`src/rtl/w2r_pkg.sv`:
```
// ----------------------------------------------------------------------------
// w2r_pkg - shared constants and types of the wavelength to RGB converter
// Fixed-point formats, band edges, reciprocal constants and stage records.
// ----------------------------------------------------------------------------
package w2r_pkg;

    // Fraction bits of the part, factor and product values (1.0 = 2^FRACTION_BITS)
    localparam int FRACTION_BITS = 16;
    localparam int GAIN_FRAC     = 12;

    localparam int WL_W   = 14;
    localparam int GAIN_W = 16;
    localparam int CH_W   = 8;
    localparam int LANES  = 3;

    localparam int LANE_R = 0;
    localparam int LANE_G = 1;
    localparam int LANE_B = 2;

    localparam int S_TDATA_W = ((WL_W + GAIN_W + 7) / 8) * 8;
    localparam int M_TDATA_W = ((LANES * CH_W + 7) / 8) * 8;

    // Q0.FRACTION_BITS values up to and including 1.0
    localparam int Q_W   = FRACTION_BITS + 1;
    // Band numerators never exceed 21600
    localparam int NUM_W = 15;
    localparam int DEN_W = 15;
    // Scaled dividend of the constant divisions and its reciprocal width
    localparam int X_W   = FRACTION_BITS + NUM_W;
    localparam int R_W   = X_W - 8;
    // part * factor * gain
    localparam int PG_W  = Q_W + GAIN_W;
    // Scaling divider: dividend 510 * pf + pf_max, divisor 2 * pf_max
    localparam int N_W   = FRACTION_BITS + 9;
    localparam int D_W   = Q_W + 1;
    // One quotient bit per divider stage
    localparam int DIV_STEPS = CH_W;

    // Half an LSB of the part times factor product, for round to nearest
    localparam logic [2*Q_W-1:0] HALF_PF = (2*Q_W)'(1) << (FRACTION_BITS - 1);
    // Full scale of part * factor * gain, before the factor of 255
    localparam logic [PG_W-1:0]  LIM_PG  = PG_W'(1) << (FRACTION_BITS + GAIN_FRAC);

    // Wavelength limits and band edges in 1/16 nm
    localparam logic [WL_W-1:0] WL_LO = 14'd6080;
    localparam logic [WL_W-1:0] WL_HI = 14'd12480;
    localparam logic [WL_W-1:0] WL_F1 = 14'd6720;
    localparam logic [WL_W-1:0] WL_B1 = 14'd7040;
    localparam logic [WL_W-1:0] WL_B2 = 14'd7840;
    localparam logic [WL_W-1:0] WL_B3 = 14'd8160;
    localparam logic [WL_W-1:0] WL_B4 = 14'd9280;
    localparam logic [WL_W-1:0] WL_B5 = 14'd10320;

    // Intensity ramp offsets: three times each ramp length, 0.3 of its divisor
    localparam logic [NUM_W-1:0] FAC_LO_BASE = 15'd1920;
    localparam logic [NUM_W-1:0] FAC_HI_BASE = 15'd6480;

    localparam logic [DEN_W-1:0] DEN_B1  = 15'd960;
    localparam logic [DEN_W-1:0] DEN_B2  = 15'd800;
    localparam logic [DEN_W-1:0] DEN_B3  = 15'd320;
    localparam logic [DEN_W-1:0] DEN_B4  = 15'd1120;
    localparam logic [DEN_W-1:0] DEN_B5  = 15'd1040;
    localparam logic [DEN_W-1:0] DEN_FLO = 15'd6400;
    localparam logic [DEN_W-1:0] DEN_FHI = 15'd21600;

    // floor(2^X_W / den): the estimate is low by at most one
    localparam logic [R_W-1:0] RCP_B1  = R_W'((64'd1 << X_W) / DEN_B1);
    localparam logic [R_W-1:0] RCP_B2  = R_W'((64'd1 << X_W) / DEN_B2);
    localparam logic [R_W-1:0] RCP_B3  = R_W'((64'd1 << X_W) / DEN_B3);
    localparam logic [R_W-1:0] RCP_B4  = R_W'((64'd1 << X_W) / DEN_B4);
    localparam logic [R_W-1:0] RCP_B5  = R_W'((64'd1 << X_W) / DEN_B5);
    localparam logic [R_W-1:0] RCP_FLO = R_W'((64'd1 << X_W) / DEN_FLO);
    localparam logic [R_W-1:0] RCP_FHI = R_W'((64'd1 << X_W) / DEN_FHI);

    localparam logic [Q_W-1:0]  ONE_Q  = {1'b1, {FRACTION_BITS{1'b0}}};
    localparam logic [CH_W-1:0] CH_MAX = 8'd255;

    typedef enum logic [1:0] {
        PART_ZERO,
        PART_ONE,
        PART_DIV
    } part_kind_t;

    typedef logic [LANES-1:0][CH_W-1:0] rgb_t;

    // Base parts and intensity factor of one item
    typedef struct packed {
        logic                       black;
        logic [GAIN_W-1:0]          gain;
        logic [LANES-1:0][Q_W-1:0]  part;
        logic [Q_W-1:0]             fac;
    } front_t;

    // Operands for the scaling divider and the truncated channels
    typedef struct packed {
        logic                       black;
        logic                       scale;
        logic [LANES-1:0][CH_W-1:0] trunc;
        logic [LANES-1:0][N_W-1:0]  num;
        logic [D_W-1:0]             den;
    } mix_t;

endpackage

```
`src/rtl/w2r_div.sv`:
```
// ----------------------------------------------------------------------------
// w2r_div - pipelined scaling divider and output register
// One quotient bit per stage for all three channels, then the final select.
// ----------------------------------------------------------------------------
module w2r_div
    import w2r_pkg::*;
(
    input  logic clk,
    input  logic rst_n,
    input  logic up_valid,
    output logic up_ready,
    input  mix_t up_data,
    output logic dn_valid,
    input  logic dn_ready,
    output rgb_t dn_data
);

    typedef struct packed {
        logic                       black;
        logic                       scale;
        logic [LANES-1:0][CH_W-1:0] trunc;
        logic [LANES-1:0][N_W-1:0]  rem;
        logic [LANES-1:0][CH_W-1:0] quo;
        logic [D_W-1:0]             den;
    } div_stage_t;

    div_stage_t           stg_in   [DIV_STEPS];
    div_stage_t           stg_next [DIV_STEPS];
    div_stage_t           stg_reg  [DIV_STEPS];
    logic [DIV_STEPS-1:0] vld_reg;
    logic [DIV_STEPS-1:0] vld_in;
    logic [DIV_STEPS:0]   en;
    logic                 out_vld_reg;
    rgb_t                 out_reg, out_next;
    logic [N_W-1:0]       sub;

    assign up_ready = en[0];
    assign dn_valid = out_vld_reg;
    assign dn_data  = out_reg;

    // Advance a stage when it is empty or the one after it moves
    always_comb
    begin
        en[DIV_STEPS] = !out_vld_reg || dn_ready;
        for (int k = DIV_STEPS - 1; k >= 0; k--)
        begin
            en[k] = !vld_reg[k] || en[k+1];
        end
    end

    assign vld_in = {vld_reg[DIV_STEPS-2:0], up_valid};

    always_comb
    begin
        stg_in[0].black = up_data.black;
        stg_in[0].scale = up_data.scale;
        stg_in[0].trunc = up_data.trunc;
        stg_in[0].rem   = up_data.num;
        stg_in[0].quo   = '0;
        stg_in[0].den   = up_data.den;
        for (int k = 1; k < DIV_STEPS; k++)
        begin
            stg_in[k] = stg_reg[k-1];
        end
    end

    // Restoring step: take the shifted divisor off where it fits
    always_comb
    begin
        sub = '0;
        for (int k = 0; k < DIV_STEPS; k++)
        begin
            stg_next[k] = stg_in[k];
            for (int i = 0; i < LANES; i++)
            begin
                sub = N_W'(stg_in[k].den) << (DIV_STEPS - 1 - k);
                if (stg_in[k].rem[i] >= sub)
                begin
                    stg_next[k].rem[i] = stg_in[k].rem[i] - sub;
                    stg_next[k].quo[i][DIV_STEPS-1-k] = 1'b1;
                end
            end
        end
    end

    always_comb
    begin
        for (int i = 0; i < LANES; i++)
        begin
            if (stg_reg[DIV_STEPS-1].black)
                out_next[i] = '0;
            else if (stg_reg[DIV_STEPS-1].scale)
                out_next[i] = stg_reg[DIV_STEPS-1].quo[i];
            else
                out_next[i] = stg_reg[DIV_STEPS-1].trunc[i];
        end
    end

    always_ff @(posedge clk or negedge rst_n)
    begin
        if (!rst_n)
        begin
            vld_reg     <= '0;
            out_vld_reg <= 1'b0;
        end
        else
        begin
            for (int k = 0; k < DIV_STEPS; k++)
            begin
                if (en[k]) vld_reg[k] <= vld_in[k];
            end
            if (en[DIV_STEPS]) out_vld_reg <= vld_reg[DIV_STEPS-1];
        end
    end

    always_ff @(posedge clk)
    begin
        for (int k = 0; k < DIV_STEPS; k++)
        begin
            if (en[k]) stg_reg[k] <= stg_next[k];
        end
        if (en[DIV_STEPS]) out_reg <= out_next;
    end

endmodule

```
`config.mk`:
```
export PLATFORM = sky130hd
export DESIGN_NAME = w2r_div
export DESIGN_NICKNAME = d
export VERILOG_FILES = /design/src/rtl/w2r_pkg.sv /design/src/rtl/w2r_div.sv
export SDC_FILE = /design/constraint.sdc
export NUM_CORES = 2
export LEC_CHECK = 0
export BUFFER_PORTS_ARGS = -buffer_cell sky130_fd_sc_hd__buf_4
export CORE_ASPECT_RATIO = 0.75
export CORE_MARGIN = 3
export CORE_UTILIZATION = 52
export DETAILED_ROUTE_END_ITERATION = 10
export GPL_ROUTABILITY_DRIVEN = 0
export GPL_TIMING_DRIVEN = 0
export HOLD_SLACK_MARGIN = 0.15
export PLACE_DENSITY_LB_ADDON = 0.15
export SYNTH_ARGS = -nofsm -noshare
export SYNTH_HDL_FRONTEND = slang
export SYNTH_SLANG_ARGS = --single-unit
```
`constraint.sdc`:
```
create_clock -name clk -period 33.9 [get_ports clk]
set_input_delay 5.085 -clock clk [delete_from_list [all_inputs] [get_ports clk]]
set_output_delay 5.085 -clock clk [all_outputs]
set_load 0.1 [all_outputs]
```
* Yosys cells after proc, flatten, opt, wreduce, memory -nomap -nowiden
Memory sizes are Yosys's and may differ from the RTL's. Cells that the tools add are included.
Word-level totals: memories kept 1, RAM bits 1144, register bits after elaboration 33, input bits 123, logic and storage cells 146, output and inout bits 26
Operators by class: order comparisons 24, $add $sub $neg 24, mux-type cells 67, reductions and logical operators 18
Memory list:
- stg_reg | depth 8, bits a word 143, read ports 8, clocked after memory_dff 0, wr ports 8, RTL line w2r_div.sv:29 | div_stage_t stg_reg [DIV_STEPS];
Operators with widths (number):
- $mux 25 | 24
- $ge 25x18->1 | 3
- $ge 25x19->1 | 3
- $ge 25x20->1 | 3
- $ge 25x21->1 | 3
- $ge 25x22->1 | 3
- $ge 25x23->1 | 3
- $ge 25x24->1 | 3
- $ge 25x25->1 | 3
- $sub 25x18->25 | 3
- $sub 25x19->25 | 3
- $sub 25x20->25 | 3
- $sub 25x21->25 | 3
- $sub 25x22->25 | 3
- $sub 25x23->25 | 3
- $sub 25x24->25 | 3
- $sub 25x25->25 | 3
- $mux 1 | 40
- $mux 8 | 3
- $logic_not 1->1 | 9
- $logic_or 1x1->1 | 9

* Longest topological paths before layout
word-level depth 12, depth in mapped cells 14, gate-level depth less buffers 12

* Least setup slack after synthesis
OpenSTA, ideal clock, no wires.
kind input port to output port, start point input port dn_ready, end point output port up_ready, buffers on the path 0, path slack 15599 ps, stages 6, arrival time 13216 ps, data required time 28815 ps, cells stage by stage nor2b_1 and2_1 and3_1 nand3_1 nor2_1 nand3_1
Between the ends: cells in the longest elaborated chain, start to end 9
RTL lines:
- start, declared | RTL line w2r_div.sv:14 | input logic dn_ready,
- $logic_or 1x1->1 | RTL line w2r_div.sv:44 | en[DIV_STEPS] = !out_vld_reg || dn_ready;
- $logic_or 1x1->1 (5 in series) | RTL line w2r_div.sv:47 | en[k] = !vld_reg[k] || en[k+1];
- named net en[3] | RTL line w2r_div.sv:32 | logic [DIV_STEPS:0] en;
- $logic_or 1x1->1 (3 in series) | RTL line w2r_div.sv:47
- end, declared | RTL line w2r_div.sv:11 | output logic up_ready,
The timed path passes the listed nets, and every way through them passes these cells.

* Worst setup path in the final report
Ends and elaborated chain as after synthesis.

==> summary.md <==
| Metric | Value |
|---|---|
| Number of global-route vias before repair | `38380` |
| Required @ worst endpoint | `28.81 ns` |
| Port Buffer Count | `148` |
| Filler Cell Count | `8919` |
| HPWL reported at the end of detailed placement | `127 mm` |
| H-tree depth | `3` |
| Final hold violation count | `0` |
| Initial antenna violation count | `3` |
| Peak supply drop | `0.0000601 V` |
| Starting utilization of the core area | `0.528` |
| Top cells by area in the synthesized netlist | `edfxtp_1 (52%), ha_1 (9.5%), a21oi_1 (3.5%)` |
| Critical path's top delay family | `simple AND/OR/NAND/NOR gates` |
| Overall global routing resource usage | `0.276` |
| Max reg flops | `967` |
| Warning count from the yosys run | `0` |
| Worst-path clk slew | `0.06 ns` |
| Ratio of cells with drive above 1 in the final layout | `0.0937` |
| Sequential element share of the synthesized area | `0.525` |
| Number of gates given a new drive strength after cts | `0` |
| Share of synthesized flip-flops with an asynchronous set or reset | `0.00900` |
| Setup slack of the most critical reg-to-reg path | `29.57 ns` |
| Area of the multi-input gates | `0.0256 mm2` |
| Initial DRC Count | `5191` |
| Post-Route Skew | `0.0243 ns` |
| Post-Syn Area per Cell | `11.4 um2` |
| Setup repair after global routing missed its margin | `no` |
| Sum Neg Setup Slack | `0 ns` |
| Top-level I/O count | `149` |
| CTS sink cnt | `1000` |
| Detailed-router iteration count before antenna repair | `6` |
| Period Utilization, post-route | `0.398` |
| Status | `finished clean` |
| Row count | `104` |
| Number of buffer and inverter stages on the critical path | `3` |
| Maximum root-to-sink buffer count | `3` |
| Most common cell after layout, fill and taps aside | `edfxtp_1` |
| Max-capacitance violation count | `0` |
| Kind of path behind the tightest hold check | `flop to flop` |
| Library cell occupying the most area in the post-synthesis netlist | `edfxtp_1` |
| Reg area | `0.0300 mm2` |
| DRT Wirelength | `160 mm` |
| Largest net degree at the start of global routing | `88` |
| Overflow left after global routing | `0` |
| NumNets Final | `5864` |
| Overall die width | `389 um` |
| Critical path fanouts, max | `34` |
| Total Power Consumption | `6580 uW` |
| Number of nets with antenna violations after detailed routing | `0` |
| Clock root buffer | `clkbuf_16` |
| Final setup violation count | `0` |
| Number of DRC violations after detailed routing | `0` |
| Skew-Pair Late Insertion Delay | `0.70 ns` |
| Post-Syn Nets | `5602` |
| Startpoint class of the critical path | `primary input` |
| Global-route wire length before repair | `236 mm` |
| Synth top area share | `0.521` |
| Post-synth cell types | `92` |
| Worst-case headroom to the max-slew limit | `0.202` |
| TritonCTS clock tree | `done` |
| Floorplan die area | `0.114 mm2` |
| Worst setup EP type | `output port` |
| Register bit count reported by yosys | `1000` |
| Routed length per placed instance | `23.6 um` |
| P&R area growth vs syn | `11.3%` |
| Netlist area before placement | `0.0571 mm2` |
| Highest achievable clock rate | `74.1 MHz` |
| Number of vias per cell | `6.15` |
| Hold_ws | `0.410 ns` |
| Number of synthesized flops with an enable pin | `991` |
| Number of CTS-inserted buffers | `99` |
| Buffer count from post-CTS setup fixing | `0` |
| Post-synthesis cell count | `5026` |
| Die extent in y | `293 um` |
| Endpoint arrival time on the critical path | `8.40 ns` |
| Setup Crit Path Kind | `primary input to output port` |
| Most instantiated flip-flop cell in the synthesis netlist | `edfxtp_1` |
| Routed vias | `41812` |
| Static Leakage | `0.0253 uW` |
| Number of hold buffers added after cts | `0` |
| Core area | `0.108 mm2` |
| Power density cells | `104 mW/mm2` |
| Max-slew violation count | `0` |
| Most used cells in the layout excluding fill and tap cells | `edfxtp_1 (991), ha_1 (432), a21oi_1 (405)` |
| Post-layout util | `0.588` |
| Slowest-stage cell, CP | `nor2_1` |
| Worst Max-Slew Pin Slew | `1.20 ns` |
| Crit-path max cell delay | `0.64 ns` |
| Ordered cell list for the critical path | `buf_4 > nor2b_1 > and2_1 > and3_1 > nand3_4 > nor2_1 > nand3_4 > buf_16 > buf_4` |
| Tmin final | `13.49 ns` |
-- routing by layer --
layer  routed length (um)  GRT usage  up-vias
li1                     -          -    19464
met1                76500      0.443    20360
met2                62200      0.365     1820
met3                19000     0.0829      168
met4                 2800     0.0526        0
met5                    0          0        -
-- stage by stage --
step	setup WS (ns)	area, um2	std cells
2_1_floorplan	15.60	57100	5026
3_3_place_gp	10.27	60000	6605
3_5_place_dp	20.39	60400	6618
4_1_cts	20.38	63500	6797
5_1_grt	20.18	63500	6797
6_report	20.41	63500	6801
-- synthesized netlist by cell type (45+ instances only) --
library cell and number:
xor2_1 136, nor3_1 106, nor2b_1 79, a31oi_1 51, o21a_1 77, ha_1 432
xnor2_1 196, nor2_1 388, inv_1 287, nand3_1 95, nand4_1 68, nand2_1 315
a21o_1 165, edfxtp_1 991, clkbuf_1 85, mux2i_1 45, and3_1 45, mux2_2 109
a21oi_1 405, nand2b_1 69, o21ai_0 292
-- cell type report --
| type | instances | share of cell area |
|---|---|---|
| clock inverter | 58 | 0.00861 |
| antenna | 4 | 0.000158 |
| multi-input combinational | 3627 | 0.403 |
| tap | 1431 | 0.0282 |
| sequential | 1000 | 0.472 |
| buffer | 110 | 0.00705 |
| clock buffer | 121 | 0.0403 |
| timing repair buffer | 161 | 0.0231 |
| inverter | 289 | 0.0172 |
-- power breakdown --
part / switching [uW] / internal [uW]
clock: 475 / 600
combinational: 1900 / 1290
sequential: 267 / 2050
total: 2650 / 3940
-- path summary, 6_finish.rpt --
path,cells past startpoint,from,endpoint
min in group asynchronous,1,rst_n,vld_reg[0]
hold reg to reg,0,stg_reg[1][314],stg_reg[1][457]
setup reg to reg,12,stg_reg[0][444],stg_reg[1][101]
setup / recovery,9,dn_ready,up_ready
hold / removal,0,stg_reg[1][314],stg_reg[1][457]
max in group asynchronous,1,rst_n,dn_valid
-- cell families after synthesis --
kind of cell,after synthesis,share of synthesized area
AO/OA/AOI/OAI,1316,0.146
XOR/XNOR,332,0.0509
adder cells (fa/ha/maj),453,0.102
buffers and inverters,399,0.0268
flip-flops,1000,0.525
multiplexers,160,0.0306
AND/OR/NAND/NOR,1366,0.118
-- worst reg2reg max path, delay by kind of cell, from the launching register on --
| family | cells | cell delay, ns |
|---|---|---|
| AND/OR/NAND/NOR | 5 | 1.41 |
| buffers and inverters | 4 | 1.52 |
| AO/OA/AOI/OAI | 2 | 0.50 |
| adder cells (fa/ha/maj) | 1 | 0.22 |
| flip-flops | 1 | 0.41 |
Note: power is estimated with default switching activity, not from simulation.
