### config.mk
export PLATFORM = sky130hd
export DESIGN_NAME = w2r_mix
export DESIGN_NICKNAME = d
export VERILOG_FILES = /design/src/rtl/w2r_pkg.sv /design/src/rtl/w2r_mix.sv
export SDC_FILE = /design/constraint.sdc
export NUM_CORES = 2
export LEC_CHECK = 0
export BUFFER_PORTS_ARGS = -buffer_cell sky130_fd_sc_hd__buf_2
export CORE_MARGIN = 5
export CORE_UTILIZATION = 63
export DETAILED_ROUTE_END_ITERATION = 8
export PLACE_DENSITY = 0.8
export SLEW_MARGIN = 20
export SYNTH_ARGS = -nofsm -noshare
export SYNTH_HDL_FRONTEND = slang
export SYNTH_SLANG_ARGS = --single-unit
export TNS_END_PERCENT = 100
### constraint.sdc
create_clock -name clk -period 9.5 [get_ports clk]
set_input_delay 0.95 -clock clk [delete_from_list [all_inputs] [get_ports clk]]
set_output_delay 0.95 -clock clk [all_outputs]
set_load 0.02 [all_outputs]
### src/rtl/w2r_pkg.sv
// ----------------------------------------------------------------------------
// w2r_pkg - shared constants and types of the wavelength to RGB converter
// Fixed-point formats, band edges, reciprocal constants and stage records.
// ----------------------------------------------------------------------------
package w2r_pkg;

    // Fraction bits of the part, factor and product values (1.0 = 2^FRACTION_BITS)
    localparam int FRACTION_BITS = 16;
    localparam int GAIN_FRAC     = 12;

    localparam int WL_W   = 14;
    localparam int GAIN_W = 16;
    localparam int CH_W   = 8;
    localparam int LANES  = 3;

    localparam int LANE_R = 0;
    localparam int LANE_G = 1;
    localparam int LANE_B = 2;

    localparam int S_TDATA_W = ((WL_W + GAIN_W + 7) / 8) * 8;
    localparam int M_TDATA_W = ((LANES * CH_W + 7) / 8) * 8;

    // Q0.FRACTION_BITS values up to and including 1.0
    localparam int Q_W   = FRACTION_BITS + 1;
    // Band numerators never exceed 21600
    localparam int NUM_W = 15;
    localparam int DEN_W = 15;
    // Scaled dividend of the constant divisions and its reciprocal width
    localparam int X_W   = FRACTION_BITS + NUM_W;
    localparam int R_W   = X_W - 8;
    // part * factor * gain
    localparam int PG_W  = Q_W + GAIN_W;
    // Scaling divider: dividend 510 * pf + pf_max, divisor 2 * pf_max
    localparam int N_W   = FRACTION_BITS + 9;
    localparam int D_W   = Q_W + 1;
    // One quotient bit per divider stage
    localparam int DIV_STEPS = CH_W;

    // Half an LSB of the part times factor product, for round to nearest
    localparam logic [2*Q_W-1:0] HALF_PF = (2*Q_W)'(1) << (FRACTION_BITS - 1);
    // Full scale of part * factor * gain, before the factor of 255
    localparam logic [PG_W-1:0]  LIM_PG  = PG_W'(1) << (FRACTION_BITS + GAIN_FRAC);

    // Wavelength limits and band edges in 1/16 nm
    localparam logic [WL_W-1:0] WL_LO = 14'd6080;
    localparam logic [WL_W-1:0] WL_HI = 14'd12480;
    localparam logic [WL_W-1:0] WL_F1 = 14'd6720;
    localparam logic [WL_W-1:0] WL_B1 = 14'd7040;
    localparam logic [WL_W-1:0] WL_B2 = 14'd7840;
    localparam logic [WL_W-1:0] WL_B3 = 14'd8160;
    localparam logic [WL_W-1:0] WL_B4 = 14'd9280;
    localparam logic [WL_W-1:0] WL_B5 = 14'd10320;

    // Intensity ramp offsets: three times each ramp length, 0.3 of its divisor
    localparam logic [NUM_W-1:0] FAC_LO_BASE = 15'd1920;
    localparam logic [NUM_W-1:0] FAC_HI_BASE = 15'd6480;

    localparam logic [DEN_W-1:0] DEN_B1  = 15'd960;
    localparam logic [DEN_W-1:0] DEN_B2  = 15'd800;
    localparam logic [DEN_W-1:0] DEN_B3  = 15'd320;
    localparam logic [DEN_W-1:0] DEN_B4  = 15'd1120;
    localparam logic [DEN_W-1:0] DEN_B5  = 15'd1040;
    localparam logic [DEN_W-1:0] DEN_FLO = 15'd6400;
    localparam logic [DEN_W-1:0] DEN_FHI = 15'd21600;

    // floor(2^X_W / den): the estimate is low by at most one
    localparam logic [R_W-1:0] RCP_B1  = R_W'((64'd1 << X_W) / DEN_B1);
    localparam logic [R_W-1:0] RCP_B2  = R_W'((64'd1 << X_W) / DEN_B2);
    localparam logic [R_W-1:0] RCP_B3  = R_W'((64'd1 << X_W) / DEN_B3);
    localparam logic [R_W-1:0] RCP_B4  = R_W'((64'd1 << X_W) / DEN_B4);
    localparam logic [R_W-1:0] RCP_B5  = R_W'((64'd1 << X_W) / DEN_B5);
    localparam logic [R_W-1:0] RCP_FLO = R_W'((64'd1 << X_W) / DEN_FLO);
    localparam logic [R_W-1:0] RCP_FHI = R_W'((64'd1 << X_W) / DEN_FHI);

    localparam logic [Q_W-1:0]  ONE_Q  = {1'b1, {FRACTION_BITS{1'b0}}};
    localparam logic [CH_W-1:0] CH_MAX = 8'd255;

    typedef enum logic [1:0] {
        PART_ZERO,
        PART_ONE,
        PART_DIV
    } part_kind_t;

    typedef logic [LANES-1:0][CH_W-1:0] rgb_t;

    // Base parts and intensity factor of one item
    typedef struct packed {
        logic                       black;
        logic [GAIN_W-1:0]          gain;
        logic [LANES-1:0][Q_W-1:0]  part;
        logic [Q_W-1:0]             fac;
    } front_t;

    // Operands for the scaling divider and the truncated channels
    typedef struct packed {
        logic                       black;
        logic                       scale;
        logic [LANES-1:0][CH_W-1:0] trunc;
        logic [LANES-1:0][N_W-1:0]  num;
        logic [D_W-1:0]             den;
    } mix_t;

endpackage

### src/rtl/w2r_mix.sv
// ----------------------------------------------------------------------------
// w2r_mix - apply intensity and gain, find the peak channel
// Three stages: part times factor, times gain, overflow test and operands.
// ----------------------------------------------------------------------------
module w2r_mix
    import w2r_pkg::*;
(
    input  logic   clk,
    input  logic   rst_n,
    input  logic   up_valid,
    output logic   up_ready,
    input  front_t up_data,
    output logic   dn_valid,
    input  logic   dn_ready,
    output mix_t   dn_data
);

    logic v1_reg, v2_reg, v3_reg;
    logic en1, en2, en3;

    logic                       black1_reg, black2_reg;
    logic [GAIN_W-1:0]          gain1_reg;
    logic [2*Q_W-1:0]           prod_pf [LANES];
    logic [LANES-1:0][Q_W-1:0]  pf_next, pf1_reg, pf2_reg;
    logic [LANES-1:0][PG_W-1:0] pg_next, pg2_reg;
    logic [Q_W-1:0]             pfm_next, pfm2_reg;
    logic [PG_W-1:0]            pgm;
    logic [PG_W+CH_W-1:0]       ch255;
    logic [PG_W+CH_W-1:0]       tr;
    mix_t                       out_reg, out_next;

    assign en3      = !v3_reg || dn_ready;
    assign en2      = !v2_reg || en3;
    assign en1      = !v1_reg || en2;
    assign up_ready = en1;
    assign dn_valid = v3_reg;
    assign dn_data  = out_reg;

    // Round part times factor back to the Q0 scale
    always_comb
    begin
        for (int i = 0; i < LANES; i++)
        begin
            prod_pf[i] = {{Q_W{1'b0}}, up_data.part[i]} * {{Q_W{1'b0}}, up_data.fac};
            pf_next[i] = Q_W'((prod_pf[i] + HALF_PF) >> FRACTION_BITS);
        end
    end

    always_comb
    begin
        pfm_next = pf1_reg[LANE_R];
        if (pf1_reg[LANE_G] > pfm_next) pfm_next = pf1_reg[LANE_G];
        if (pf1_reg[LANE_B] > pfm_next) pfm_next = pf1_reg[LANE_B];
        for (int i = 0; i < LANES; i++)
        begin
            pg_next[i] = {{GAIN_W{1'b0}}, pf1_reg[i]} * {{Q_W{1'b0}}, gain1_reg};
        end
    end

    // Scale only when the brightest channel passes full scale; 255 and the
    // gain cancel out of the scaling ratio, so divide on the pf values alone
    always_comb
    begin
        pgm = pg2_reg[LANE_R];
        if (pg2_reg[LANE_G] > pgm) pgm = pg2_reg[LANE_G];
        if (pg2_reg[LANE_B] > pgm) pgm = pg2_reg[LANE_B];
        out_next.black = black2_reg;
        out_next.scale = pgm > LIM_PG;
        out_next.den   = {pfm2_reg, 1'b0};
        ch255 = '0;
        tr    = '0;
        for (int i = 0; i < LANES; i++)
        begin
            ch255 = {pg2_reg[i], {CH_W{1'b0}}} - (PG_W+CH_W)'(pg2_reg[i]);
            tr    = ch255 >> (FRACTION_BITS + GAIN_FRAC);
            out_next.trunc[i] = (tr > (PG_W+CH_W)'(CH_MAX)) ? CH_MAX : tr[CH_W-1:0];
            // 510 * pf + pf_max
            out_next.num[i] = (N_W'(pf2_reg[i]) << 9) - (N_W'(pf2_reg[i]) << 1)
                              + N_W'(pfm2_reg);
        end
    end

    always_ff @(posedge clk or negedge rst_n)
    begin
        if (!rst_n)
        begin
            v1_reg <= 1'b0;
            v2_reg <= 1'b0;
            v3_reg <= 1'b0;
        end
        else
        begin
            if (en1) v1_reg <= up_valid;
            if (en2) v2_reg <= v1_reg;
            if (en3) v3_reg <= v2_reg;
        end
    end

    always_ff @(posedge clk)
    begin
        if (en1)
        begin
            black1_reg <= up_data.black;
            gain1_reg  <= up_data.gain;
            pf1_reg    <= pf_next;
        end
        if (en2)
        begin
            black2_reg <= black1_reg;
            pf2_reg    <= pf1_reg;
            pg2_reg    <= pg_next;
            pfm2_reg   <= pfm_next;
        end
        if (en3)
        begin
            out_reg <= out_next;
        end
    end

endmodule

Word level (Yosys, flattened, before mapping) --
Index checks and enable logic that the tools add are counted.
Storage, ports and cells: bits in writable memories 0, memories kept 0, bits in read-only memories 0, latch bits 0, register bits 357, logic and storage cells 61, input bits 89
Cells by class: multiply operators 6, add/sub/neg operators 12, divide/modulo/power cells 0, eq/ne operators 0, order comparisons 8, reductions and logical operators 6, shift operators 0, bitwise gates (word level) 0, mux-type cells 4
Operators with widths (number):
- $sub 41x33->41 | 3
- $add 33x16->33 const B | 3
- $mul 17x16->33 | 3
- $mul 17x17->33 | 3
- $add 25x17->25 | 3
- $sub 25x18->25 | 3
- $gt 33x33->1 | 2
- $mux 33 | 2
- $gt 13x8->1 const B | 3
- $gt 17x17->1 | 2
- $mux 17 | 2
- $gt 33x29->1 const B | 1
- $logic_not 1->1 | 3
- $logic_or 1x1->1 | 3

Logic depth before layout (Yosys ltp) --
depth after elaboration 5, depth in mapped cells 26

Worst setup path before layout --
OpenSTA, ideal clock, no wires.
kind input-to-reg, start in up_data[2] in the netlist's numbering, end reg pf1_reg[16] in the netlist's numbering (data pin), library setup time 0.266 ns, stages 24, slack 2.154 ns, buffers on the path 2, data arrival time 7.080 ns, path through clkbuf_1 -> clkbuf_1 -> nand2_1 -> fa_1 -> inv_1 -> fa_1 -> inv_1 -> fa_1 -> inv_1 -> fa_1 -> inv_1 -> fa_1 -> inv_1 -> fa_1 -> ha_1 -> o21a_1 -> a2111oi_0 -> o21bai_1 -> a31o_2 -> a211o_1 -> a211oi_2 -> o21ai_0 -> o21ai_0 -> a31oi_1
RTL lines:
- start: declaration | line w2r_mix.sv:12 | input front_t up_data,
- end signal: assignment | line w2r_mix.sv:105 | pf1_reg <= pf_next;
- end: declaration | line w2r_mix.sv:24 | logic [LANES-1:0][Q_W-1:0] pf_next, pf1_reg, pf2_reg;

==> reports/results.md <==
| Metric | This run |
|---|---|
| Post-synth EDFFs | 351 |
| Count of final max-slew check failures | 0 |
| DRC violation total after the first TritonRoute iteration | 4100 |
| DIE HEIGHT | 353 um |
| Synthesized netlist cell count | 7861 |
| Sinks on the clock net | 354 |
| Area of placed instances | 0.0763 mm2 |
| Warning count from the yosys run | 0 |
| Setup repair after global routing missed its margin | no |
| Routed WL per cell | 20.1 um |
| Drt via density | 5.83 |
| Number of I/O port buffers | 208 |
| Proportion of synthesized chip area in sequential cells | 0.143 |
| Drt first pass iters | 8 |
| CTS resizes | 0 |
| Sum of overflow across all layers after global routing | 0 |
| Endpoint of the worst register-to-register path | pg2_reg[64] |
| Start of the worst register-to-register path | gain1_reg[8] |
| Synthesis-to-layout area growth | 4.99% |
| Flip-flop count of the largest register, all copies and words added | 115 |
| Clock period minus worst slack | 7.54 ns |
| Count of distinct cell types in the synthesized netlist | 82 |
| R2R setup slack | 2.17 ns |
| Clock skew | 0.0367 ns |
| CTS root buffer | sky130_fd_sc_hd__clkbuf_16 |
| Clock transition at the registers of the reported paths | 0.06 ns |
| Total length of routed wires | 189 mm |
| Result of the run | finished, final reports clean |
| Ys async rst share | 0.00847 |
| Crit start category | primary input |
| Post-DP HPWL | 148 mm |
| Setup-violating endpoint count in the final report | 0 |
| Boundary Pins | 210 |
| Initial antenna violation count | 7 |
| Max-Cap Viols | 0 |
| Max Root-Sink Buffers | 3 |
| Post-route ant nets | 0 |
| Syn_area_per_cell | 9.41 um2 |
| Maximum fanout along the worst path | 36 |
| Critical Path Sink Type | flip-flop |
| Slew Limit Headroom | 0.267 |
| Clk Latency, worst-skew pair | 0.61 ns |
| CTS tree | done |
| Layout cell share with drive strength beyond 1 | 0.0490 |
| Via count of the first global-routing pass | 59100 |
| Initial Util | 0.636 |
| Area of the core | 0.116 mm2 |
| Top FF cell, synth | sky130_fd_sc_hd__edfxtp_1 |
| Worst Path Arrival | 7.88 ns |
| Largest net degree at the start of global routing | 166 |
| Final sum of negative setup slack | 0 ns |
| Class of the tightest hold or removal check | in2async |
| Total number of nets in the final design | 10200 |
| Final weighted congestion of routability-driven global placement | 0.947 |
| First-pass GRT wire length | 308 mm |
| Hold buffers post-CTS | 0 |
| Number of hold violations in the final report | 0 |
| FF-to-FF path depth | 24 |
| Post-Layout Cell Count | 9425 |
| # Post-CTS Setup Buffers | 0 |
| Total Routing Usage GR | 0.308 |
| Highest Clock Rate | 0.133 GHz |
| Post-synthesis register bit count | 354 |
| Total placed cells including tap cells | 9349 |
| Number of fill cells | 9029 |
| Syn Nets | 10200 |
| Number of rows in the core area | 125 |
| Critical path required time | 9.84 ns |
| Transition time at the pin with the least slew margin | 1.10 ns |
| Chip width | 353 um |
| Total vias in the final route | 54900 |
| CTS H-Tree Depth | 2 |
| Post-route fraction of the period consumed by the critical path | 0.794 |
| Critical path class | in2reg |
| Final hold slack | 0.151 ns |
| DIE AREA | 0.124 mm2 |
| Post-Syn Area | 0.0740 mm2 |
| Inserted Clock Buffers | 40 |
| Final routed DRC violation total | 0 |
| Design Area, Final | 0.0777 mm2 |
## worst max path at each step
| stage | from | endpoint | cells after the start |
|---|---|---|---|
| 3_5_place_dp | up_data[6] | pf1_reg[33] | 25 |
| 3_3_place_gp | up_data[6] | pf1_reg[33] | 25 |
| 5_1_grt | up_data[6] | pf1_reg[16] | 24 |
| 2_1_floorplan | up_data[2] | pf1_reg[16] | 24 |
| 6_report | up_data[6] | pf1_reg[33] | 25 |
| 4_1_cts | up_data[6] | pf1_reg[33] | 25 |
## stage by stage
| step | utilization | worst slack, ns |
|---|---|---|
| 5_1_grt | 0.668 | 1.62 |
| 3_3_place_gp | 0.656 | 1.60 |
| 3_5_place_dp | 0.656 | 1.43 |
| 4_1_cts | 0.667 | 2.07 |
| 6_report | 0.668 | 1.96 |
| 2_1_floorplan | - | 2.15 |
## worst max-delay path: stages
cell,delay [ns]
sky130_fd_sc_hd__buf_2,0.66
sky130_fd_sc_hd__buf_4,0.37
sky130_fd_sc_hd__nand2_1,0.11
sky130_fd_sc_hd__fa_1,0.56
sky130_fd_sc_hd__inv_1,0.05
sky130_fd_sc_hd__fa_1,0.47
sky130_fd_sc_hd__inv_1,0.06
sky130_fd_sc_hd__fa_1,0.51
sky130_fd_sc_hd__inv_1,0.06
sky130_fd_sc_hd__fa_1,0.55
sky130_fd_sc_hd__inv_1,0.06
sky130_fd_sc_hd__fa_1,0.47
sky130_fd_sc_hd__inv_1,0.05
sky130_fd_sc_hd__fa_1,0.37
sky130_fd_sc_hd__ha_1,0.36
sky130_fd_sc_hd__a21o_1,0.20
sky130_fd_sc_hd__a21o_1,0.17
sky130_fd_sc_hd__a21o_1,0.18
sky130_fd_sc_hd__a41oi_1,0.25
sky130_fd_sc_hd__a211oi_1,0.14
sky130_fd_sc_hd__o31a_1,0.32
sky130_fd_sc_hd__o21a_1,0.22
sky130_fd_sc_hd__o41ai_2,0.40
sky130_fd_sc_hd__mux2i_1,0.23
sky130_fd_sc_hd__nand4_1,0.09
## cell families (layout without fill, tap and decap cells)
logic type               Yosys count  count (layout)  share of synthesized area
AND/OR/NAND/NOR                 2270            2270                      0.147
adder cells (fa/ha/maj)         2239            2239                      0.513
buffers and inverters           2054            2090                      0.104
AO/OA/AOI/OAI                    675             675                     0.0599
flip-flops                       354             354                      0.143
XOR/XNOR                         222             222                     0.0263
multiplexers                      46              46                    0.00626
other                              1               5                  0.0000507
## cell type report
type	instances	area (um2)	share of cell area
inverter	1730	6490	0.0836
timing repair buffer	288	1650	0.0213
multi-input combinational	5453	55700	0.717
tap	1524	1910	0.0245
sequential	354	10600	0.137
antenna	4	10.0	0.000129
clock inverter	25	287	0.00369
clock buffer	47	1050	0.0135
## metal layers
metal,share of wire,track usage,vias up
met3,0.10,0.0602,591
li1,-,-,24200
met5,0.00010,0,-
met2,0.47,0.507,2833
met1,0.38,0.400,27300
met4,0.050,0.132,2
## cells in the mapped netlist, types with 4 or more instances
cell	count	share of area
sky130_fd_sc_hd__a2111oi_0	10	0.0012
sky130_fd_sc_hd__a211o_1	11	0.0013
sky130_fd_sc_hd__a211oi_1	14	0.0014
sky130_fd_sc_hd__a21boi_0	8	0.00081
sky130_fd_sc_hd__a21o_1	140	0.014
sky130_fd_sc_hd__a21oi_1	218	0.015
sky130_fd_sc_hd__a221o_1	5	0.00068
sky130_fd_sc_hd__a221oi_1	4	0.00047
sky130_fd_sc_hd__a31o_2	4	0.00047
sky130_fd_sc_hd__a31oi_1	17	0.0014
sky130_fd_sc_hd__a41o_1	4	0.00054
sky130_fd_sc_hd__a41oi_1	4	0.00047
sky130_fd_sc_hd__and2_1	634	0.054
sky130_fd_sc_hd__and3_1	28	0.0024
sky130_fd_sc_hd__and4_1	10	0.0012
sky130_fd_sc_hd__buf_4	4	0.00041
sky130_fd_sc_hd__clkbuf_1	319	0.016
sky130_fd_sc_hd__edfxtp_1	351	0.14
sky130_fd_sc_hd__fa_1	1320	0.36
sky130_fd_sc_hd__ha_1	919	0.16
sky130_fd_sc_hd__inv_1	1729	0.088
sky130_fd_sc_hd__mux2i_1	44	0.0060
sky130_fd_sc_hd__nand2_1	1149	0.058
sky130_fd_sc_hd__nand2b_1	34	0.0029
sky130_fd_sc_hd__nand3_1	55	0.0037
sky130_fd_sc_hd__nand4_1	45	0.0038
sky130_fd_sc_hd__nand4b_1	5	0.00059
sky130_fd_sc_hd__nor2_1	157	0.0080
sky130_fd_sc_hd__nor2b_1	32	0.0027
sky130_fd_sc_hd__nor3_1	49	0.0033
sky130_fd_sc_hd__nor4_1	26	0.0022
sky130_fd_sc_hd__o2111ai_1	4	0.00047
sky130_fd_sc_hd__o211ai_1	12	0.0012
sky130_fd_sc_hd__o21a_1	37	0.0038
sky130_fd_sc_hd__o21ai_0	102	0.0069
sky130_fd_sc_hd__o21bai_1	21	0.0021
sky130_fd_sc_hd__o22ai_1	5	0.00042
sky130_fd_sc_hd__o31a_1	4	0.00047
sky130_fd_sc_hd__o31ai_1	11	0.0011
sky130_fd_sc_hd__or2_2	16	0.0014
sky130_fd_sc_hd__or3_1	14	0.0012
sky130_fd_sc_hd__or4_1	7	0.00071
sky130_fd_sc_hd__xnor2_1	173	0.020
sky130_fd_sc_hd__xor2_1	49	0.0058
## cells in the final DEF, fill, tap and decap left out, types with 45 or more instances in the layout
master and n:
sky130_fd_sc_hd__a21o_1 140, sky130_fd_sc_hd__a21oi_1 218, sky130_fd_sc_hd__and2_1 634, sky130_fd_sc_hd__buf_2 208, sky130_fd_sc_hd__buf_4 79, sky130_fd_sc_hd__edfxtp_1 351
sky130_fd_sc_hd__fa_1 1320, sky130_fd_sc_hd__ha_1 919, sky130_fd_sc_hd__inv_1 1729, sky130_fd_sc_hd__nand2_1 1149, sky130_fd_sc_hd__nand3_1 55, sky130_fd_sc_hd__nand4_1 45
sky130_fd_sc_hd__nor2_1 157, sky130_fd_sc_hd__nor3_1 49, sky130_fd_sc_hd__o21ai_0 102, sky130_fd_sc_hd__xnor2_1 173, sky130_fd_sc_hd__xor2_1 49
Power is left out: the tool's default activity adds up to more than one toggle a clock period on the data nets, which glitch-free logic cannot reach.
