**src/rtl/w2r_pkg.sv**
```systemverilog
// ----------------------------------------------------------------------------
// w2r_pkg - shared constants and types of the wavelength to RGB converter
// Fixed-point formats, band edges, reciprocal constants and stage records.
// ----------------------------------------------------------------------------
package w2r_pkg;

    // Fraction bits of the part, factor and product values (1.0 = 2^FRACTION_BITS)
    localparam int FRACTION_BITS = 16;
    localparam int GAIN_FRAC     = 12;

    localparam int WL_W   = 14;
    localparam int GAIN_W = 16;
    localparam int CH_W   = 8;
    localparam int LANES  = 3;

    localparam int LANE_R = 0;
    localparam int LANE_G = 1;
    localparam int LANE_B = 2;

    localparam int S_TDATA_W = ((WL_W + GAIN_W + 7) / 8) * 8;
    localparam int M_TDATA_W = ((LANES * CH_W + 7) / 8) * 8;

    // Q0.FRACTION_BITS values up to and including 1.0
    localparam int Q_W   = FRACTION_BITS + 1;
    // Band numerators never exceed 21600
    localparam int NUM_W = 15;
    localparam int DEN_W = 15;
    // Scaled dividend of the constant divisions and its reciprocal width
    localparam int X_W   = FRACTION_BITS + NUM_W;
    localparam int R_W   = X_W - 8;
    // part * factor * gain
    localparam int PG_W  = Q_W + GAIN_W;
    // Scaling divider: dividend 510 * pf + pf_max, divisor 2 * pf_max
    localparam int N_W   = FRACTION_BITS + 9;
    localparam int D_W   = Q_W + 1;
    // One quotient bit per divider stage
    localparam int DIV_STEPS = CH_W;

    // Half an LSB of the part times factor product, for round to nearest
    localparam logic [2*Q_W-1:0] HALF_PF = (2*Q_W)'(1) << (FRACTION_BITS - 1);
    // Full scale of part * factor * gain, before the factor of 255
    localparam logic [PG_W-1:0]  LIM_PG  = PG_W'(1) << (FRACTION_BITS + GAIN_FRAC);

    // Wavelength limits and band edges in 1/16 nm
    localparam logic [WL_W-1:0] WL_LO = 14'd6080;
    localparam logic [WL_W-1:0] WL_HI = 14'd12480;
    localparam logic [WL_W-1:0] WL_F1 = 14'd6720;
    localparam logic [WL_W-1:0] WL_B1 = 14'd7040;
    localparam logic [WL_W-1:0] WL_B2 = 14'd7840;
    localparam logic [WL_W-1:0] WL_B3 = 14'd8160;
    localparam logic [WL_W-1:0] WL_B4 = 14'd9280;
    localparam logic [WL_W-1:0] WL_B5 = 14'd10320;

    // Intensity ramp offsets: three times each ramp length, 0.3 of its divisor
    localparam logic [NUM_W-1:0] FAC_LO_BASE = 15'd1920;
    localparam logic [NUM_W-1:0] FAC_HI_BASE = 15'd6480;

    localparam logic [DEN_W-1:0] DEN_B1  = 15'd960;
    localparam logic [DEN_W-1:0] DEN_B2  = 15'd800;
    localparam logic [DEN_W-1:0] DEN_B3  = 15'd320;
    localparam logic [DEN_W-1:0] DEN_B4  = 15'd1120;
    localparam logic [DEN_W-1:0] DEN_B5  = 15'd1040;
    localparam logic [DEN_W-1:0] DEN_FLO = 15'd6400;
    localparam logic [DEN_W-1:0] DEN_FHI = 15'd21600;

    // floor(2^X_W / den): the estimate is low by at most one
    localparam logic [R_W-1:0] RCP_B1  = R_W'((64'd1 << X_W) / DEN_B1);
    localparam logic [R_W-1:0] RCP_B2  = R_W'((64'd1 << X_W) / DEN_B2);
    localparam logic [R_W-1:0] RCP_B3  = R_W'((64'd1 << X_W) / DEN_B3);
    localparam logic [R_W-1:0] RCP_B4  = R_W'((64'd1 << X_W) / DEN_B4);
    localparam logic [R_W-1:0] RCP_B5  = R_W'((64'd1 << X_W) / DEN_B5);
    localparam logic [R_W-1:0] RCP_FLO = R_W'((64'd1 << X_W) / DEN_FLO);
    localparam logic [R_W-1:0] RCP_FHI = R_W'((64'd1 << X_W) / DEN_FHI);

    localparam logic [Q_W-1:0]  ONE_Q  = {1'b1, {FRACTION_BITS{1'b0}}};
    localparam logic [CH_W-1:0] CH_MAX = 8'd255;

    typedef enum logic [1:0] {
        PART_ZERO,
        PART_ONE,
        PART_DIV
    } part_kind_t;

    typedef logic [LANES-1:0][CH_W-1:0] rgb_t;

    // Base parts and intensity factor of one item
    typedef struct packed {
        logic                       black;
        logic [GAIN_W-1:0]          gain;
        logic [LANES-1:0][Q_W-1:0]  part;
        logic [Q_W-1:0]             fac;
    } front_t;

    // Operands for the scaling divider and the truncated channels
    typedef struct packed {
        logic                       black;
        logic                       scale;
        logic [LANES-1:0][CH_W-1:0] trunc;
        logic [LANES-1:0][N_W-1:0]  num;
        logic [D_W-1:0]             den;
    } mix_t;

endpackage

```
**src/rtl/w2r_front.sv**
```systemverilog
// ----------------------------------------------------------------------------
// w2r_front - band decode and constant divisions
// Four stages: decode, reciprocal multiply, back multiply, correct and select.
// ----------------------------------------------------------------------------
module w2r_front
    import w2r_pkg::*;
(
    input  logic              clk,
    input  logic              rst_n,
    input  logic              up_valid,
    output logic              up_ready,
    input  logic [WL_W-1:0]   wavelength,
    input  logic [GAIN_W-1:0] gain,
    output logic              dn_valid,
    input  logic              dn_ready,
    output front_t            dn_data
);

    logic v1_reg, v2_reg, v3_reg, v4_reg;
    logic en1, en2, en3, en4;

    // Stage 1
    logic              black1_reg, black_next;
    logic [GAIN_W-1:0] gain1_reg;
    part_kind_t        kind1_reg [LANES];
    part_kind_t        kind_next [LANES];
    logic              fone1_reg, fone_next;
    logic [X_W-1:0]    xp1_reg, xp_next, xf1_reg, xf_next;
    logic [R_W-1:0]    rp1_reg, rp_next, rf1_reg, rf_next;
    logic [DEN_W-1:0]  dp1_reg, dp_next, df1_reg, df_next;
    logic [NUM_W-1:0]  wl_ext, num_p, num_f, dwf;

    // Stage 2
    logic              black2_reg;
    logic [GAIN_W-1:0] gain2_reg;
    part_kind_t        kind2_reg [LANES];
    logic              fone2_reg;
    logic [X_W-1:0]    xp2_reg, xf2_reg;
    logic [DEN_W-1:0]  dp2_reg, df2_reg;
    logic [Q_W-1:0]    qp2_reg, qf2_reg;
    logic [X_W+R_W-1:0] prod_p, prod_f;

    // Stage 3
    logic              black3_reg;
    logic [GAIN_W-1:0] gain3_reg;
    part_kind_t        kind3_reg [LANES];
    logic              fone3_reg;
    logic [X_W-1:0]    xp3_reg, xf3_reg, mp3_reg, mf3_reg;
    logic [DEN_W-1:0]  dp3_reg, df3_reg;
    logic [Q_W-1:0]    qp3_reg, qf3_reg;
    logic [Q_W+DEN_W-1:0] back_p, back_f;

    // Stage 4
    logic [X_W-1:0]    rem_p, rem_f;
    logic [Q_W-1:0]    qp_fix, qf_fix;
    front_t            out_reg, out_next;

    assign en4      = !v4_reg || dn_ready;
    assign en3      = !v3_reg || en4;
    assign en2      = !v2_reg || en3;
    assign en1      = !v1_reg || en2;
    assign up_ready = en1;
    assign dn_valid = v4_reg;
    assign dn_data  = out_reg;

    assign wl_ext = NUM_W'(wavelength);

    // Decode the band: which channel ramps, and the ramp's numerator and divisor
    always_comb
    begin
        black_next = (wavelength < WL_LO) || (wavelength > WL_HI) || (gain == '0);
        for (int i = 0; i < LANES; i++)
        begin
            kind_next[i] = PART_ZERO;
        end
        num_p   = '0;
        dp_next = DEN_B1;
        rp_next = RCP_B1;
        if (wavelength < WL_B1)
        begin
            kind_next[LANE_R] = PART_DIV;
            kind_next[LANE_B] = PART_ONE;
            num_p   = NUM_W'(WL_B1) - wl_ext;
            dp_next = DEN_B1;
            rp_next = RCP_B1;
        end
        else if (wavelength < WL_B2)
        begin
            kind_next[LANE_G] = PART_DIV;
            kind_next[LANE_B] = PART_ONE;
            num_p   = wl_ext - NUM_W'(WL_B1);
            dp_next = DEN_B2;
            rp_next = RCP_B2;
        end
        else if (wavelength < WL_B3)
        begin
            kind_next[LANE_G] = PART_ONE;
            kind_next[LANE_B] = PART_DIV;
            num_p   = NUM_W'(WL_B3) - wl_ext;
            dp_next = DEN_B3;
            rp_next = RCP_B3;
        end
        else if (wavelength < WL_B4)
        begin
            kind_next[LANE_R] = PART_DIV;
            kind_next[LANE_G] = PART_ONE;
            num_p   = wl_ext - NUM_W'(WL_B3);
            dp_next = DEN_B4;
            rp_next = RCP_B4;
        end
        else if (wavelength < WL_B5)
        begin
            kind_next[LANE_R] = PART_ONE;
            kind_next[LANE_G] = PART_DIV;
            num_p   = NUM_W'(WL_B5) - wl_ext;
            dp_next = DEN_B5;
            rp_next = RCP_B5;
        end
        else
        begin
            kind_next[LANE_R] = PART_ONE;
        end

        // Intensity: 0.3 + 0.7 * ramp position at either end of the spectrum
        fone_next = 1'b0;
        dwf       = '0;
        num_f     = '0;
        df_next   = DEN_FLO;
        rf_next   = RCP_FLO;
        if (wavelength < WL_F1)
        begin
            dwf     = wl_ext - NUM_W'(WL_LO);
            num_f   = FAC_LO_BASE + (dwf << 3) - dwf;
            df_next = DEN_FLO;
            rf_next = RCP_FLO;
        end
        else if (wavelength < WL_B5)
        begin
            fone_next = 1'b1;
        end
        else
        begin
            dwf     = NUM_W'(WL_HI) - wl_ext;
            num_f   = FAC_HI_BASE + (dwf << 3) - dwf;
            df_next = DEN_FHI;
            rf_next = RCP_FHI;
        end

        // Scale up and add half the divisor for round to nearest
        xp_next = (X_W'(num_p) << FRACTION_BITS) + X_W'(dp_next >> 1);
        xf_next = (X_W'(num_f) << FRACTION_BITS) + X_W'(df_next >> 1);
    end

    assign prod_p = {{R_W{1'b0}}, xp1_reg} * {{X_W{1'b0}}, rp1_reg};
    assign prod_f = {{R_W{1'b0}}, xf1_reg} * {{X_W{1'b0}}, rf1_reg};

    assign back_p = {{DEN_W{1'b0}}, qp2_reg} * {{Q_W{1'b0}}, dp2_reg};
    assign back_f = {{DEN_W{1'b0}}, qf2_reg} * {{Q_W{1'b0}}, df2_reg};

    // Bump the estimate where the remainder still holds a whole divisor
    always_comb
    begin
        rem_p  = xp3_reg - mp3_reg;
        rem_f  = xf3_reg - mf3_reg;
        qp_fix = qp3_reg + Q_W'(rem_p >= X_W'(dp3_reg));
        qf_fix = qf3_reg + Q_W'(rem_f >= X_W'(df3_reg));
        out_next.black = black3_reg;
        out_next.gain  = gain3_reg;
        out_next.fac   = fone3_reg ? ONE_Q : qf_fix;
        for (int i = 0; i < LANES; i++)
        begin
            case (kind3_reg[i])
                PART_ONE: out_next.part[i] = ONE_Q;
                PART_DIV: out_next.part[i] = qp_fix;
                default:  out_next.part[i] = '0;
            endcase
        end
    end

    always_ff @(posedge clk or negedge rst_n)
    begin
        if (!rst_n)
        begin
            v1_reg <= 1'b0;
            v2_reg <= 1'b0;
            v3_reg <= 1'b0;
            v4_reg <= 1'b0;
        end
        else
        begin
            if (en1) v1_reg <= up_valid;
            if (en2) v2_reg <= v1_reg;
            if (en3) v3_reg <= v2_reg;
            if (en4) v4_reg <= v3_reg;
        end
    end

    always_ff @(posedge clk)
    begin
        if (en1)
        begin
            black1_reg <= black_next;
            gain1_reg  <= gain;
            kind1_reg  <= kind_next;
            fone1_reg  <= fone_next;
            xp1_reg    <= xp_next;
            rp1_reg    <= rp_next;
            dp1_reg    <= dp_next;
            xf1_reg    <= xf_next;
            rf1_reg    <= rf_next;
            df1_reg    <= df_next;
        end
        if (en2)
        begin
            black2_reg <= black1_reg;
            gain2_reg  <= gain1_reg;
            kind2_reg  <= kind1_reg;
            fone2_reg  <= fone1_reg;
            xp2_reg    <= xp1_reg;
            dp2_reg    <= dp1_reg;
            xf2_reg    <= xf1_reg;
            df2_reg    <= df1_reg;
            qp2_reg    <= Q_W'(prod_p >> X_W);
            qf2_reg    <= Q_W'(prod_f >> X_W);
        end
        if (en3)
        begin
            black3_reg <= black2_reg;
            gain3_reg  <= gain2_reg;
            kind3_reg  <= kind2_reg;
            fone3_reg  <= fone2_reg;
            xp3_reg    <= xp2_reg;
            dp3_reg    <= dp2_reg;
            xf3_reg    <= xf2_reg;
            df3_reg    <= df2_reg;
            qp3_reg    <= qp2_reg;
            qf3_reg    <= qf2_reg;
            mp3_reg    <= X_W'(back_p);
            mf3_reg    <= X_W'(back_f);
        end
        if (en4)
        begin
            out_reg <= out_next;
        end
    end

endmodule

```
**config.mk**
```make
export PLATFORM = sky130hd
export DESIGN_NAME = w2r_front
export DESIGN_NICKNAME = d
export VERILOG_FILES = /design/src/rtl/w2r_pkg.sv /design/src/rtl/w2r_front.sv
export SDC_FILE = /design/constraint.sdc
export NUM_CORES = 2
export LEC_CHECK = 0
export CELL_PAD_IN_SITES_DETAIL_PLACEMENT = 2
export CELL_PAD_IN_SITES_GLOBAL_PLACEMENT = 2
export CORE_ASPECT_RATIO = 0.5
export CORE_UTILIZATION = 37
export DETAILED_ROUTE_END_ITERATION = 10
export DONT_BUFFER_PORTS = 1
export GPL_TIMING_DRIVEN = 0
export PLACE_DENSITY_LB_ADDON = 0.1
export SETUP_SLACK_MARGIN = 0.15
export SLEW_MARGIN = 40
export SYNTH_ARGS = -nofsm -noshare
export SYNTH_HDL_FRONTEND = slang
export SYNTH_SLANG_ARGS = --single-unit
```
**constraint.sdc**
```tcl
create_clock -name clk -period 9 [get_ports clk]
set_input_delay 0.45 -clock clk [delete_from_list [all_inputs] [get_ports clk]]
set_output_delay 0.45 -clock clk [all_outputs]
set_load 0.02 [all_outputs]
```
### Yosys cells after proc, flatten, opt, wreduce, memory -nomap -nowiden

Index checks and enable logic that the tools add are counted.

| operators by class | value |
|---|---|
| add/sub/neg operators | 17 |
| $mul | 4 |
| $lt $le $gt $ge | 10 |
| equal/unequal tests | 6 |
| multiplexer cells | 30 |
| reduce and logical (&&, ||, !) cells | 14 |

Operators with widths:

| operator | number |
|---|---|
| $mux 15 | 10 |
| $pmux 17 s2 | 3 |
| $mul 31x23->48 | 2 |
| $lt 14x13->1 const B | 5 |
| $add 31x14->31 | 2 |
| $ge 31x15->1 | 2 |
| $mul 17x15->31 | 2 |
| $sub 31x31->31 | 2 |
| $sub 14x13->15 const B | 3 |
| $mux 11 | 4 |
| $mux 22 | 2 |
| $add 17x1->17 | 2 |
| $sub 13x14->15 const A | 2 |
| $sub 14x14->15 const A | 2 |
| $sub 15x15->15 | 2 |
| $lt 14x14->1 const B | 2 |
| $mux 23 | 1 |
| $mux 20 | 1 |
| $mux 19 | 1 |
| $logic_not 16->1 | 1 |
| $add 11x15->15 const A | 1 |
| $add 13x15->15 const A | 1 |
| $gt 14x14->1 const B | 1 |
| $mux 2 | 5 |
| other kinds (9) | 22 |

| word-level totals | value |
|---|---|
| register bits after elaboration | 613 |
| output and inout port bits | 87 |
| logic and storage cells | 136 |

### Depth between registers and ports, before layout

| depth | value |
|---|---|
| word-level depth | 7 |
| depth in mapped cells | 29 |

### Least setup slack after synthesis

Ideal clock, no wire load.

| timing | value |
|---|---|
| path type | register to register |
| start point | reg df1_reg[11] (netlist name) |
| end point | reg qf2_reg[16], data pin |
| arrival time | 7061 ps |
| slack | 1676 ps |
| cell stages (with the launch flop) | 27 |
| path buffers | 2 |
| period minus slack after synthesis | 7324 ps |
| cell sequence | edfxtp_1 clkbuf_1 clkbuf_1 and2_1 fa_1 inv_1 fa_1 fa_1 inv_1 fa_1 fa_1 inv_1 fa_1 inv_1 fa_1 ha_1 nand4_1 a2111oi_0 a2111oi_2 a31oi_1 a41oi_2 o21ai_1 or4b_4 o2111ai_2 nand2b_2 a311oi_2 xnor2_1 |

RTL lines:

| what | RTL line | source |
|---|---|---|
| end signal, assigned | w2r_front.sv:224 | `qf2_reg <= Q_W'(prod_f >> X_W);` |
| end, declared | w2r_front.sv:40 | `logic [Q_W-1:0] qp2_reg, qf2_reg;` |

==> flow_summary.toml <==
[run_status]
status = "finished clean"

[final_layout]
syn_to_final_growth_pct = 8.607
num-fill-cells = 14240
nets = 6398
final-seq-area_um2 = 12260
largest_register_ffs = 85
drive_above_1_share = 0.02786
final_cell_mix = "inv_1, ha_1, fa_1"
final_cells = 6713
multi_input_area_um2 = 33800
utilization = 0.4065
final_common_cell = "inv_1"

[clock_network]
htreeDepth = 2
root_buffer = "clkbuf_16"
numCtsBuffers = 47
cts_sinks = 409
cts_max_path_buffers = 3
cts_tree = "done"
clkLatencyLatePin_ns = 0.63
clkTransAtPathRegs_ns = 0.06

[timing]
period_needed_ns = 8.479
worst_slew_pin_slew_ns = 0.9198
max-slew-margin-rel = 0.3868
max_freq_mhz = 117.9
hold_slack_ns = 0.07327
setup_violations = 0
finalSetupTns_ns = 0
hold_violations = 0
finalCritPeriodShare = 0.9421
maxSlewViolCount = 0
rsz0062_at_grt = "no"
clock-skew-final_ns = 0.03639

[min_path]
hp-start = "wavelength[4]"
whs_endpoint = "xp1_reg[20]"
min_path_cells = 1
hold_path_class = "in2reg"

[floorplanning]
fp.dieW_um = 524.2
die_h_um = 263.1
fp.dieArea_um2 = 137900
core-area_um2 = 134800
start_util = 0.3743
floorplan.rows = 95
ioPinCount = 121

[grt]
grt_max_degree = 53
grt_overflow_total = 0
antenna_found_initial = 10
grt_pass1_vias = 40080
grt_pass1_wl_um = 243200
grt_util_all_layers = 0.2321

[setup_path]
critical_path_required_ns = 9.35
crit_start = "df1_reg[11]"
timing.rr.start = "df1_reg[11]"
worstReg2RegEnd = "qf2_reg[16]"
worst-path-max-fanout = 10
crit_slowest_cell = "fa_1"
reg2reg_depth = 25
end_kind = "flop"
path_buf_inv = 5
worst-path-stages = 25
worstSetupPathType = "reg2reg"
r2r_setup_slack_ns = 0.52
crit_top_cell = "fa_1"
slowest_delay_ns = 0.54
start_kind = "flop"
crit_arrival_ns = 8.83
cp_top_family = "adder cells"

[yosys]
syn-num-nets = 6309
postSynthCellCount = 4792
syn_area_um2 = 50460
netlist-cell-type-count = 79
synth-seq-cells = 409
yosysWarnings = 0
synth_edf_count = 405
async_flop_share = 0.009780
synthFlopType = "edfxtp_1"
ys_seq_area_frac = 0.2430
synth_area_per_cell_um2 = 10.53

[routing]
first_iter_violations = 1401
ant_nets = 0
first_pass_iters = 5
totalWireLength_um = 155300
wire_per_inst_um = 23.13
vias = 34240
remaining_drc_errors = 0
drt-vias-per-instance = 5.101

[job]
maxCapViolations = 0

[placement]
dp_hpwl_um = 130500
place_congestion = 0.8795
io_buffers = 0
dp.cells = 6605
[Yosys cell counts, drive strengths merged (15+ instances only)]
master  instances  area (um2)
o21ai          94       470.5
o21a           33       247.7
nor2          204       765.7
a31oi          16       100.1
and3           22       137.6
ha            824       10310
a21oi         136       680.7
nor2b          32       200.2
nor3           32       160.2
nand3          63       315.3
a211oi         17       127.6
nand2b         26       165.2
clkbuf         93       349.1
xor2           64       560.5
a21o           45       337.8
o22ai          15       93.84
fa            659       13190
nand2         223       837.1
and2          362        2265
inv          1088        4084
nand4          19       118.9
xnor2         127        1112
edfxtp        405       12160
[worst register-to-register path: cells and delay by family (launching register included)]
family          cells  cell delay (ns)
fa+ha+maj           8             3.84
compound gates      7             1.64
buf+inv             5             1.10
simple gates        4             0.97
flops               1             0.53
xor+xnor            1             0.10
[cell type report]
class                           count  share of cell area
Tap cell                         1794             0.04096
Multi-Input combinational cell   3198              0.6167
Clock buffer                       55             0.02201
Sequential cell                   409              0.2238
Antenna cell                        1          0.00004567
Buffer                             97            0.006873
Timing Repair Buffer               40            0.008471
Clock inverter                     31            0.006530
Inverter                         1088             0.07462
[worst max path at each step]
stage | end | slack, ns
global placement | qf2_reg[15] | -0.38
CTS | qf2_reg[15] | 0.20
floorplan | qf2_reg[16] | 1.68
finish | qf2_reg[16] | 0.52
detailed placement | qf2_reg[15] | -0.70
global route | qf2_reg[16] | 0.16
[kinds of logic (layout without fill, tap and decap cells)]
logic type / count (synthesis) / count (layout) / synth area share
AND/OR/NAND/NOR: 1035 / 1035 / 0.1056
other: 1 / 2 / 0.00007432
adder cells (fa/ha/maj): 1483 / 1483 / 0.4658
XOR/XNOR: 191 / 191 / 0.03315
multiplexers: 4 / 4 / 0.0008183
AO/OA/AOI/OAI: 484 / 484 / 0.06336
buffers and inverters: 1185 / 1311 / 0.08821
flip-flops: 409 / 409 / 0.2430
[routing by layer]
layer,part of all wire,up-vias,track usage,wire length [um]
met2,0.51,480,0.4177,79080
met5,0.000071,-,0,11
met1,0.44,17990,0.3049,68870
met3,0.029,148,0.01780,4435
li1,-,15620,-,-
met4,0.019,2,0.04489,2894
[timing repair]
item / 4_1_cts / 5_1_grt
buffers inserted: 1 / 0
gates resized for setup: 4 / 5
pin swaps: 0 / 1
endpoints found under the setup margin: 11 / 2
endpoints found under the hold margin: 22 / 0
hold buffers: 19 / 0
[through the flow]
step	area [um2]	setup slack [ns]
finish	54800	0.5211
global placement	52700	-0.3846
floorplan	50460	1.676
global route	54800	0.1630
CTS	54770	0.1966
detailed placement	53000	-0.7034
Power is left out: the tool's default activity adds up to more than one toggle a clock period on the data nets, which glitch-free logic cannot reach.
